<file path="config.mk">
export PLATFORM = sky130hd
export DESIGN_NAME = cbs_ctrl
export DESIGN_NICKNAME = d
export VERILOG_FILES = /design/src/hdl/assert_macros.svh /design/src/hdl/cbs_pkg.sv /design/src/hdl/cbs_ctrl.sv
export SDC_FILE = /design/constraint.sdc
export NUM_CORES = 1
export LEC_CHECK = 0
export BUFFER_PORTS_ARGS = -buffer_cell sky130_fd_sc_hd__buf_2
export CAP_MARGIN = 5
export CORE_AREA = 2 2 39 41
export CTS_CLUSTER_DIAMETER = 100
export DETAILED_ROUTE_END_ITERATION = 10
export DIE_AREA = 0 0 41 43
export HOLD_SLACK_MARGIN = 0.05
export MAX_ROUTING_LAYER = met4
export PLACE_DENSITY = 0.67
export SLEW_MARGIN = 25
export SYNTH_ARGS = -nofsm -noshare
export SYNTH_HDL_FRONTEND = slang
export SYNTH_SLANG_ARGS = --single-unit
</file>
<file path="constraint.sdc">
create_clock -name clk_i -period 1.61 [get_ports clk_i]
set_clock_uncertainty 0.15 [all_clocks]
set_input_delay 0.322 -clock clk_i [delete_from_list [all_inputs] [get_ports clk_i]]
set_output_delay 0.322 -clock clk_i [all_outputs]
set_load 0.02 [all_outputs]
</file>
<file path="src/hdl/assert_macros.svh">
// Assertion helpers used by the RTL datapath.
`ifndef ASSERT_MACROS_SVH
`define ASSERT_MACROS_SVH
`ifndef SYNTHESIS
`define ASSERT_ALWAYS(lbl, clk, rstn, prop) \
  lbl: assert property (@(posedge clk) disable iff (!rstn) (prop)) \
    else $error("assertion failed");
`define ASSERT_IMPLIES(lbl, clk, rstn, ante, cons) \
  lbl: assert property (@(posedge clk) disable iff (!rstn) (ante) |-> (cons)) \
    else $error("assertion failed");
`else
`define ASSERT_ALWAYS(lbl, clk, rstn, prop)
`define ASSERT_IMPLIES(lbl, clk, rstn, ante, cons)
`endif
`endif

</file>
<file path="src/hdl/cbs_pkg.sv">
package cbs_pkg;

  localparam int unsigned MaxJobsDef   = 32;
  localparam int unsigned MaxBurstsDef = 32;
  localparam int unsigned TimeBitsDef  = 32;

  localparam logic [15:0] SLICE_RESET = 16'd25;

  localparam logic [1:0] OP_HDR   = 2'd0;
  localparam logic [1:0] OP_BURST = 2'd1;
  localparam logic [1:0] OP_TICK  = 2'd2;

  localparam logic [1:0] MODE_FCFS = 2'd0;

  localparam logic REG_MODE  = 1'b0;
  localparam logic REG_SLICE = 1'b1;

  typedef struct packed {
    logic tick_start;
    logic scan_step;
    logic admit;
    logic run_chk;
    logic sel_clr;
    logic sel_step;
    logic take;
    logic rd_cpu;
    logic rd_io;
    logic calc;
    logic ret;
    logic finish;
    logic emit;
  } cmd_t;

  typedef struct packed {
    logic jobs_idle;
    logic scan_last;
    logic best_ok;
    logic can_disp;
    logic prio_sel;
    logic sel_last;
    logic out_free;
  } sts_t;

endpackage

</file>
<file path="src/hdl/cbs_ctrl.sv">
module cbs_ctrl import cbs_pkg::*; (
  input  logic       clk_i,
  input  logic       rst_ni,
  input  logic       in_valid_i,
  input  logic [1:0] opcode_i,
  output logic       in_stall_o,
  input  sts_t       sts_i,
  output cmd_t       cmd_o
);

  typedef enum logic [3:0] {
    S_IDLE, S_SCAN, S_ADMIT, S_RUNEND, S_SEL0, S_SELS, S_TAKE,
    S_RDCPU, S_RDIO, S_CALC, S_RET, S_FIN, S_EMIT
  } state_e;

  state_e state_q, state_d;

  always_comb begin
    cmd_o   = '0;
    state_d = state_q;
    case (state_q)
      S_IDLE: begin
        if (in_valid_i && opcode_i == OP_TICK) begin
          cmd_o.tick_start = 1'b1;
          state_d = sts_i.jobs_idle ? S_EMIT : S_SCAN;
        end
      end
      S_SCAN: begin
        cmd_o.scan_step = 1'b1;
        if (sts_i.scan_last) state_d = S_ADMIT;
      end
      S_ADMIT: begin
        // admit the oldest due job, then look again
        if (sts_i.best_ok) begin
          cmd_o.admit = 1'b1;
          state_d = S_SCAN;
        end else begin
          state_d = S_RUNEND;
        end
      end
      S_RUNEND: begin
        cmd_o.run_chk = 1'b1;
        state_d = S_SEL0;
      end
      S_SEL0: begin
        if (sts_i.can_disp) begin
          cmd_o.sel_clr = 1'b1;
          state_d = sts_i.prio_sel ? S_SELS : S_TAKE;
        end else begin
          state_d = S_FIN;
        end
      end
      S_SELS: begin
        cmd_o.sel_step = 1'b1;
        if (sts_i.sel_last) state_d = S_TAKE;
      end
      S_TAKE: begin
        cmd_o.take = 1'b1;
        state_d = S_RDCPU;
      end
      S_RDCPU: begin
        cmd_o.rd_cpu = 1'b1;
        state_d = S_RDIO;
      end
      S_RDIO: begin
        cmd_o.rd_io = 1'b1;
        state_d = S_CALC;
      end
      S_CALC: begin
        cmd_o.calc = 1'b1;
        state_d = S_RET;
      end
      S_RET: begin
        cmd_o.ret = 1'b1;
        state_d = S_FIN;
      end
      S_FIN: begin
        cmd_o.finish = 1'b1;
        state_d = S_EMIT;
      end
      S_EMIT: begin
        if (sts_i.out_free) begin
          cmd_o.emit = 1'b1;
          state_d = S_IDLE;
        end
      end
      default: state_d = S_IDLE;
    endcase
  end

  assign in_stall_o = (state_q != S_IDLE);

  always_ff @(posedge clk_i or negedge rst_ni) begin
    if (!rst_ni) begin
      state_q <= S_IDLE;
    end else begin
      state_q <= state_d;
    end
  end

endmodule

</file>
==> impl_metrics.ini, run 1 <==
[worst_setup_path]
r2r_start = state_q[2]
cp.required_ns = 1.14
critical_path_class = reg -> out
slowest_delay_ns = 0.47
start_kind = register
crit_start = state_q[2]
cpMaxStageDelayCell = dfrtp_2
path_max_fanout = 6
critPathArrivalTime_ns = 1.28
crit_chain = or2b_4 -> nor3_2 -> buf_4
critPathCaptureType = output port

[timing]
rsz0062_at_grt = yes
hold_violations = 0
slew_headroom_pct = 77.5
finalCritPeriodShare_pct = 109
worstMarginPinSlew_ns = 0.334
setup_tns_ns = -1.20
setup_slack_ns = -0.147
slew_viol_final = 0
final-setup-viol-count = 13
layout_min_cycle_time_ns = 1.76
fmax_ghz = 0.569

[drt]
wirelength_um = 1640
wl_per_cell_um = 14.0
num_vias = 621
drcViolationCount = 0
drt_pass1_iterations = 4
drt_iter0_markers = 7
final_antenna_net_count = 0
vias_per_cell = 5.31

[placement]
gp_congestion = 0.864
place_area_um2 = 693
hpwlAfterDp_um = 1010
port_buffers = 25

[cts]
cts.clk_slew.worst_paths_ns = 0.04
cts.sinks = 4
htree_levels = 1
clock_path_buffers = 2
clockRootBuffer = clkbuf_4
cts_buffers = 3
clk_latency_ns = 0.24
cts_tree = built

[final_layout]
antenna_cells = 0
largest_register_ffs = 4
final_area_um2 = 930
nets = 115
final_cell_mix = buf_2, buf_4, buf_6, nor2_4
drive_gt1_share_pct = 71.3
largest_register = state_q
area_delta_synth_final_pct = 91.5
top_regs = state_q x4

[floorplanning]
initial_utilization_pct = 35.1
core_region_area_mm2 = 0.00138
fp.dieH_um = 43
rows = 14
die_area_mm2 = 0.00176
die_w_um = 41
ios = 26

[global_route]
grt_pass1_wl_um = 2160
gr-total-overflow = 0
busiest_layer = met2
antenna_found_initial = 0
grtUsageMet1_pct = 19.9
met3_usage_pct = 0
grt_pass1_vias = 550
met2_usage_pct = 34.1
grt_max_degree = 11
track_usage_pct = 18.5

[run]
maxCapViolCount = 0

[status]
status = finished, violations left
violations = negative setup slack

[pwr]
cellPowerDensity_mw_per_mm2 = 1720
p_leak_uw = 0.000414
ir_drop_uv = 867

[worst_hold_path]
min-delay-start = sts_i[5]
worst_hold_path_type = in -> reg

[yosys]
synth_cells = 62
yosysUniqueCellTypes = 31
synthesis.nets = 74
ys_ff_latch = 4
ys_seq_area_share_pct = 20.6
yosys_warnings = 0
synthesis.area_um2 = 485
synth_area_per_cell_um2 = 7.83
cell type report:
| type | instances | area, um^2 |
|---|---|---|
| Sequential cell | 4 | 104 |
| Clock buffer | 3 | 22.5 |
| Fill cell | 107 | 454 |
| Tap cell | 16 | 20.0 |
| Inverter | 1 | 3.75 |
| Multi-Input combinational cell | 53 | 460 |
| Timing Repair Buffer | 40 | 319 |
cell usage after synthesis:
cell type | n | area share [%]
nor2_1 | 11 | 8.5
nand2_1 | 6 | 4.6
nor3_1 | 5 | 5.2
dfrtp_1 | 4 | 21
nand2b_1 | 4 | 5.2
a21oi_1 | 3 | 3.1
o21ai_0 | 3 | 3.1
buf_4 | 2 | 3.1
o21bai_1 | 2 | 3.1
a211oi_2 | 1 | 2.6
a21boi_1 | 1 | 1.5
a21oi_2 | 1 | 1.8
a22oi_1 | 1 | 1.5
a2bb2oi_1 | 1 | 1.8
and4_1 | 1 | 1.8
buf_2 | 1 | 1.0
buf_6 | 1 | 2.3
inv_1 | 1 | 0.77
mux2_4 | 1 | 3.1
mux2i_1 | 1 | 2.1
nand2_2 | 1 | 1.3
nand2_4 | 1 | 2.3
nor3b_1 | 1 | 1.5
nor3b_2 | 1 | 2.6
nor4b_1 | 1 | 1.8
o21ai_1 | 1 | 1.0
o221ai_1 | 1 | 1.8
o31ai_4 | 1 | 4.4
o32ai_1 | 1 | 1.8
or2b_4 | 1 | 2.3
or4_4 | 1 | 2.3
report_power, final:
group	leakage, uW	internal, uW	switching, uW
clock network	0.0000138	83.7	45.1
registers	0.0000472	150	74.1
logic	0.000353	595	651
through the flow:
stage,worst slack (ns),hold WS [ns],utilization (%),total power (uW),instances
3_3_place_gp,0.111,-0.0248,50.1,1100,108
4_1_cts,-0.121,0.276,61.5,1440,116
2_1_floorplan,-0.148,-0.124,-,843,62
3_5_place_dp,0.0999,-0.0241,50.1,1110,108
6_report,-0.147,0.270,67.2,1600,117
5_1_grt,-0.185,0.282,67.2,1690,117
cells by family after synthesis:
| logic type | Yosys count | share of synthesized area (%) |
|---|---|---|
| flops | 4 | 20.6 |
| compound gates | 17 | 27.6 |
| buf+inv | 5 | 7.21 |
| simple gates | 34 | 39.4 |
| mux | 2 | 5.15 |
path summary, 6_finish.rpt:
path / cells after the start / end / slack, ns
setup / recovery: 3 / cmd_o[4] / -0.15
setup reg to reg: 6 / state_q[0] / 0.02
min in group asynchronous: 2 / state_q[1] / 0.29
hold / removal: 3 / state_q[0] / 0.27
max in group asynchronous: 2 / state_q[2] / 0.89
hold reg to reg: 3 / state_q[3] / 0.55
critical path: cells and delay by family, from the launching register on:
family,cells,cell delay (ns)
buffers and inverters,1,0.16
flip-flops,1,0.47
AND/OR/NAND/NOR,2,0.42
per-layer routing:
metal | up-vias | share of wire, %
met1 | 296 | 36
met5 | - | 0
met4 | 0 | 0
met2 | 23 | 59
met3 | 0 | 4.6
li1 | 302 | -
repair_timing:
item,4_1_cts,5_1_grt
endpoints found under the hold margin,4,0
buffers inserted,4,1
resized for setup,28,20
hold buffers,1,0
pin swaps,0,4
endpoints found under the setup margin,13,14
Power figures use the tool's default switching activity.
==> run 2, diff against run 1 <==
--- a/config.mk
+++ b/config.mk
@@ -7,13 +7,15 @@
 export LEC_CHECK = 0
 export BUFFER_PORTS_ARGS = -buffer_cell sky130_fd_sc_hd__buf_2
 export CAP_MARGIN = 5
-export CORE_AREA = 2 2 39 41
+export CELL_PAD_IN_SITES_DETAIL_PLACEMENT = 0
+export CELL_PAD_IN_SITES_GLOBAL_PLACEMENT = 1
+export CORE_MARGIN = 2
+export CORE_UTILIZATION = 29
 export CTS_CLUSTER_DIAMETER = 100
 export DETAILED_ROUTE_END_ITERATION = 10
-export DIE_AREA = 0 0 41 43
-export HOLD_SLACK_MARGIN = 0.05
+export HOLD_SLACK_MARGIN = 0.12
 export MAX_ROUTING_LAYER = met4
-export PLACE_DENSITY = 0.67
+export PLACE_DENSITY_LB_ADDON = 0.1
 export SLEW_MARGIN = 25
 export SYNTH_ARGS = -nofsm -noshare
 export SYNTH_HDL_FRONTEND = slang
==> impl_metrics.ini, run 2 (synthesis gave the netlist of run 1 again) <==
[status]
status = finished, violations left
violations = negative setup slack

[drt]
drt_pass1_iterations = 4
final_antenna_net_count = 0
drt_iter0_markers = 6
vias_per_cell = 4.93
wirelength_um = 1430
met2WireLength_um = 766
wl_met3_um = 41
wl_per_cell_um = 11.9
wl_met1_um = 590
num_vias = 592
route.top_layer_used = met4
drcViolationCount = 0

[floorplanning]
core_region_area_mm2 = 0.00154
initial_utilization_pct = 31.5
ios = 26
die_area_mm2 = 0.00202
rows = 14
fp.dieH_um = 44.9
die_w_um = 44.9

[placement]
hpwlAfterDp_um = 1080
place_ws_ns = 0.0320
placed_cells = 111
gp_congestion = 0.770
port_buffers = 25
place_area_um2 = 716

[global_route]
grt_pass1_vias = 535
track_usage_pct = 17.2
antenna_found_initial = 0
grt_max_degree = 10
gr-total-overflow = 0
grt_pass1_wl_um = 2350

[worst_setup_path]
regToRegSetupSlack_ns = 0.08
worst_r2r_endpoint = state_q[3]
critPathArrivalTime_ns = 1.28
crit_start = state_q[3]
critical_path_class = reg -> out
r2r_start = state_q[0]
cp.required_ns = 1.14
worstRegToRegCells = 3
crit_path_end = cmd_o[8]
path_max_fanout = 5
start_kind = register
critPathCaptureType = output port

[timing]
setup_slack_ns = -0.140
rsz0062_at_grt = yes
hold_violations = 0
finalCritPeriodShare_pct = 109
final-setup-viol-count = 13
layout_min_cycle_time_ns = 1.75
fmax_ghz = 0.571
slew_headroom_pct = 81.1
slew_viol_final = 0
worstMarginPinSlew_ns = 0.284
holdWs_ns = 0.231

[pwr]
ir_drop_uv = 936
finalPower_uw = 1610
cellPowerDensity_mw_per_mm2 = 1710
p_leak_uw = 0.000421

[cts]
cts_buffers = 3
clk_latency_ns = 0.25
clock_path_buffers = 2
cts.clk_slew.worst_paths_ns = 0.04
htree_levels = 1
cts_tree = built
clockRootBuffer = clkbuf_4
cts.sinks = 4

[final_layout]
final_area_um2 = 941
fin_cells = 120
top_regs = state_q x4
largest_register = state_q
area_delta_synth_final_pct = 93.8
antenna_cells = 0
final_cell_mix = buf_4, buf_2, buf_6
layout_commonest_cell = buf_4
drive_gt1_share_pct = 73.1
nets = 118
largest_register_ffs = 4

[worst_hold_path]
holdPathStages = 3
worst_hold_path_type = in -> reg

[run]
maxCapViolCount = 0
[run 2: cell count changes in the layout (fill, tap and decap cells not counted), moves of 2 or more]
| cell | before | now |
|---|---|---|
| buf_4 | 13 | 18 |
| buf_6 | 13 | 11 |
| nor3_1 | 2 | 0 |
| nand2_1 | 3 | 5 |
| nor3_2 | 3 | 5 |
[run 2: worst min path at each step]
| stage | startpoint | slack [ns] | to |
|---|---|---|---|
| 6_report | sts_i[0] | 0.23 | state_q[3] |
| 5_1_grt | sts_i[0] | 0.25 | state_q[3] |
| 4_1_cts | sts_i[0] | 0.24 | state_q[3] |
| 3_5_place_dp | rst_ni | -0.02 | state_q[1] |
| 3_3_place_gp | rst_ni | -0.02 | state_q[2] |
| 2_1_floorplan | rst_ni | -0.12 | state_q[0] |
[run 2: per-layer routing]
| layer | GRT usage, % | vias up |
|---|---|---|
| met5 | - | - |
| met4 | 10.6 | 0 |
| met3 | 2.40 | 3 |
| met2 | 28.1 | 18 |
| met1 | 19.7 | 265 |
| li1 | - | 306 |
[run 2: repair_timing]
item | 4_1_cts | 5_1_grt
hold endpoints to repair | 4 | 0
pin swaps | 1 | 4
setup endpoints to repair | 14 | 16
gates cloned | 0 | 0
setup buffers | 5 | 1
gates resized for setup | 34 | 12
hold buffers | 1 | 0
[run 2: worst max-delay path: stages (launching register included)]
cell	delay (ns)
dfrtp_2	0.43
nand2b_4	0.17
nor4b_4	0.24
buf_4	0.18
[run 2: power by group]
group | internal, uW | switching (uW) | leakage, uW | total, uW
Combinational | 625 | 597 | 0.000361 | 1220
Sequential | 152 | 98.8 | 0.0000460 | 251
Clock | 84.0 | 50.4 | 0.0000138 | 134
Total | 861 | 746 | 0.000421 | 1610
[run 2: area by class of cell]
type                    count  area (um^2)
flip-flops and latches      4          105
clock buffers               3         22.5
well taps                  16         20.0
repair buffers             43          334
fillers                   138          601
multi-input cells          53          455
inverters                   1         3.75
[run 2: through the flow]
stage / util (%) / setup TNS, ns
floorplan: - / -0.180
global placement: 46.4 / -0.00497
detailed placement: 46.4 / 0
CTS: 57.8 / -1.05
global route: 61.0 / -1.77
finish: 61.0 / -1.24
==> run 3, diff against run 2 <==
--- a/config.mk
+++ b/config.mk
@@ -16,7 +16,8 @@
 export HOLD_SLACK_MARGIN = 0.12
 export MAX_ROUTING_LAYER = met4
 export PLACE_DENSITY_LB_ADDON = 0.1
-export SLEW_MARGIN = 25
+export REMOVE_ABC_BUFFERS = 1
+export SLEW_MARGIN = 10
 export SYNTH_ARGS = -nofsm -noshare
 export SYNTH_HDL_FRONTEND = slang
 export SYNTH_SLANG_ARGS = --single-unit
==> impl_metrics.ini, run 3 (synthesis gave the netlist of run 1 again) <==
[cts]
cts_buffers = 3
clk_latency_ns = 0.24
htree_levels = 1
clockRootBuffer = clkbuf_4
cts.sinks = 4
clock_path_buffers = 2
cts_tree = built
cts.clk_slew.worst_paths_ns = 0.04

[worst_setup_path]
critPathCaptureType = output port
slowest_delay_ns = 0.46
critPathArrivalTime_ns = 1.26
cpMaxStageDelayCell = dfrtp_2
r2r_start = state_q[0]
start_kind = register
crit_chain = nor2_4 -> nand2_1 -> nor3_1 -> buf_2
regToRegSetupSlack_ns = -0.03
cp.required_ns = 1.14
worst_r2r_endpoint = state_q[3]
crit_start = state_q[0]
critical_path_class = reg -> out
crit_path_end = cmd_o[12]
path_max_fanout = 5
worstRegToRegCells = 4

[timing]
finalCritPeriodShare_pct = 108
rsz0062_at_grt = yes
final-setup-viol-count = 14
slew_viol_final = 0
setup_slack_ns = -0.124
layout_min_cycle_time_ns = 1.73
setup_tns_ns = -1.18
slew_headroom_pct = 80.3
hold_violations = 0
fmax_ghz = 0.577
worstMarginPinSlew_ns = 0.295

[pwr]
cellPowerDensity_mw_per_mm2 = 1730
finalPower_uw = 1680
p_leak_uw = 0.000436
ir_drop_uv = 857

[placement]
gp_congestion = 0.816
hpwlAfterDp_um = 1100
place_ws_ns = 0.0751
port_buffers = 25

[global_route]
grt_pass1_wl_um = 2510
antenna_found_initial = 0
gr-total-overflow = 0
track_usage_pct = 18.2
met2_usage_pct = 29.9
grtUsageMet1_pct = 22.0
busiest_layer = met2
grt_pass1_vias = 561
grt_max_degree = 9
met3_usage_pct = 2.40

[drt]
drt_iter0_markers = 18
drt_pass1_iterations = 4
final_antenna_net_count = 0
wl_per_cell_um = 13.4
num_vias = 641
vias_per_cell = 5.25
drcViolationCount = 0
wirelength_um = 1640

[floorplanning]
fp.dieH_um = 44.9
ios = 26
die_area_mm2 = 0.00202
core_region_area_mm2 = 0.00154
rows = 14
initial_utilization_pct = 31.5
die_w_um = 44.9

[status]
status = finished, violations left
violations = negative setup slack

[final_layout]
largest_register_ffs = 4
final_cell_mix = buf_2, buf_4, buf_6, nand2_1, nor2_4
nets = 120
top_regs = state_q x4
largest_register = state_q
antenna_cells = 0
fillers = 146
regArea_um2 = 105
multi_input_comb_area_um2 = 455
drive_gt1_share_pct = 70.8
area_delta_synth_final_pct = 100
postLayoutCoreUtil_pct = 63.0

[worst_hold_path]
worst_hold_path_type = in -> reg

[run]
maxCapViolCount = 0
## run 3: cell types whose count changed in the layout (fill, tap and decap cells not counted), sizes merged
cell	change
buf	+2
## run 3: what timing repair did
action,in CTS,in global routing
resized for setup,27,24
hold buffers,1,0
buffers inserted,5,4
pin swaps,4,7
hold endpoints to repair,4,0
setup endpoints to repair,13,17
## run 3: final cells by class
type                       instances  share of cell area, %
clock buffer                       3                   2.32
inverter                           1                  0.387
multi-input combinational         53                   46.9
sequential                         4                   10.8
tap                               16                   2.06
timing repair buffer              45                   37.5
## run 3: per-layer routing
layer / routed length, um / part of all wire (%) / up-vias
met5: 0 / 0 / -
met4: 34 / 2.1 / 0
met3: 83 / 5.1 / 5
met2: 862 / 53 / 25
met1: 658 / 40 / 300
li1: - / - / 311
## run 3: worst min-delay path by stage
stage	start	endpoint	slack [ns]	cells past startpoint
finish	sts_i[0]	state_q[3]	0.26	3
global route	sts_i[0]	state_q[3]	0.28	3
CTS	sts_i[0]	state_q[3]	0.25	3
detailed placement	rst_ni	state_q[1]	-0.02	1
global placement	rst_ni	state_q[1]	-0.02	1
floorplan	rst_ni	state_q[0]	-0.12	0
## run 3: power by group
| part | internal (uW) | total, uW | switching (uW) |
|---|---|---|---|
| Sequential | 152 | 236 | 84.0 |
| Combinational | 664 | 1310 | 648 |
| Clock | 83.7 | 129 | 45.4 |
| Total | 901 | 1680 | 777 |
## run 3: per-stage QoR
step	hold slack [ns]	cells	instance area [um^2]
floorplan	-0.124	58	454
global placement	-0.0244	109	674
detailed placement	-0.0228	109	674
CTS	0.255	118	850
global route	0.278	122	971
finish	0.262	122	971
## run 3: critical path, delay by kind of cell (launching register included)
kind          cells  cell delay, ns
flops             1            0.46
simple gates      3            0.39
buf+inv           1            0.19
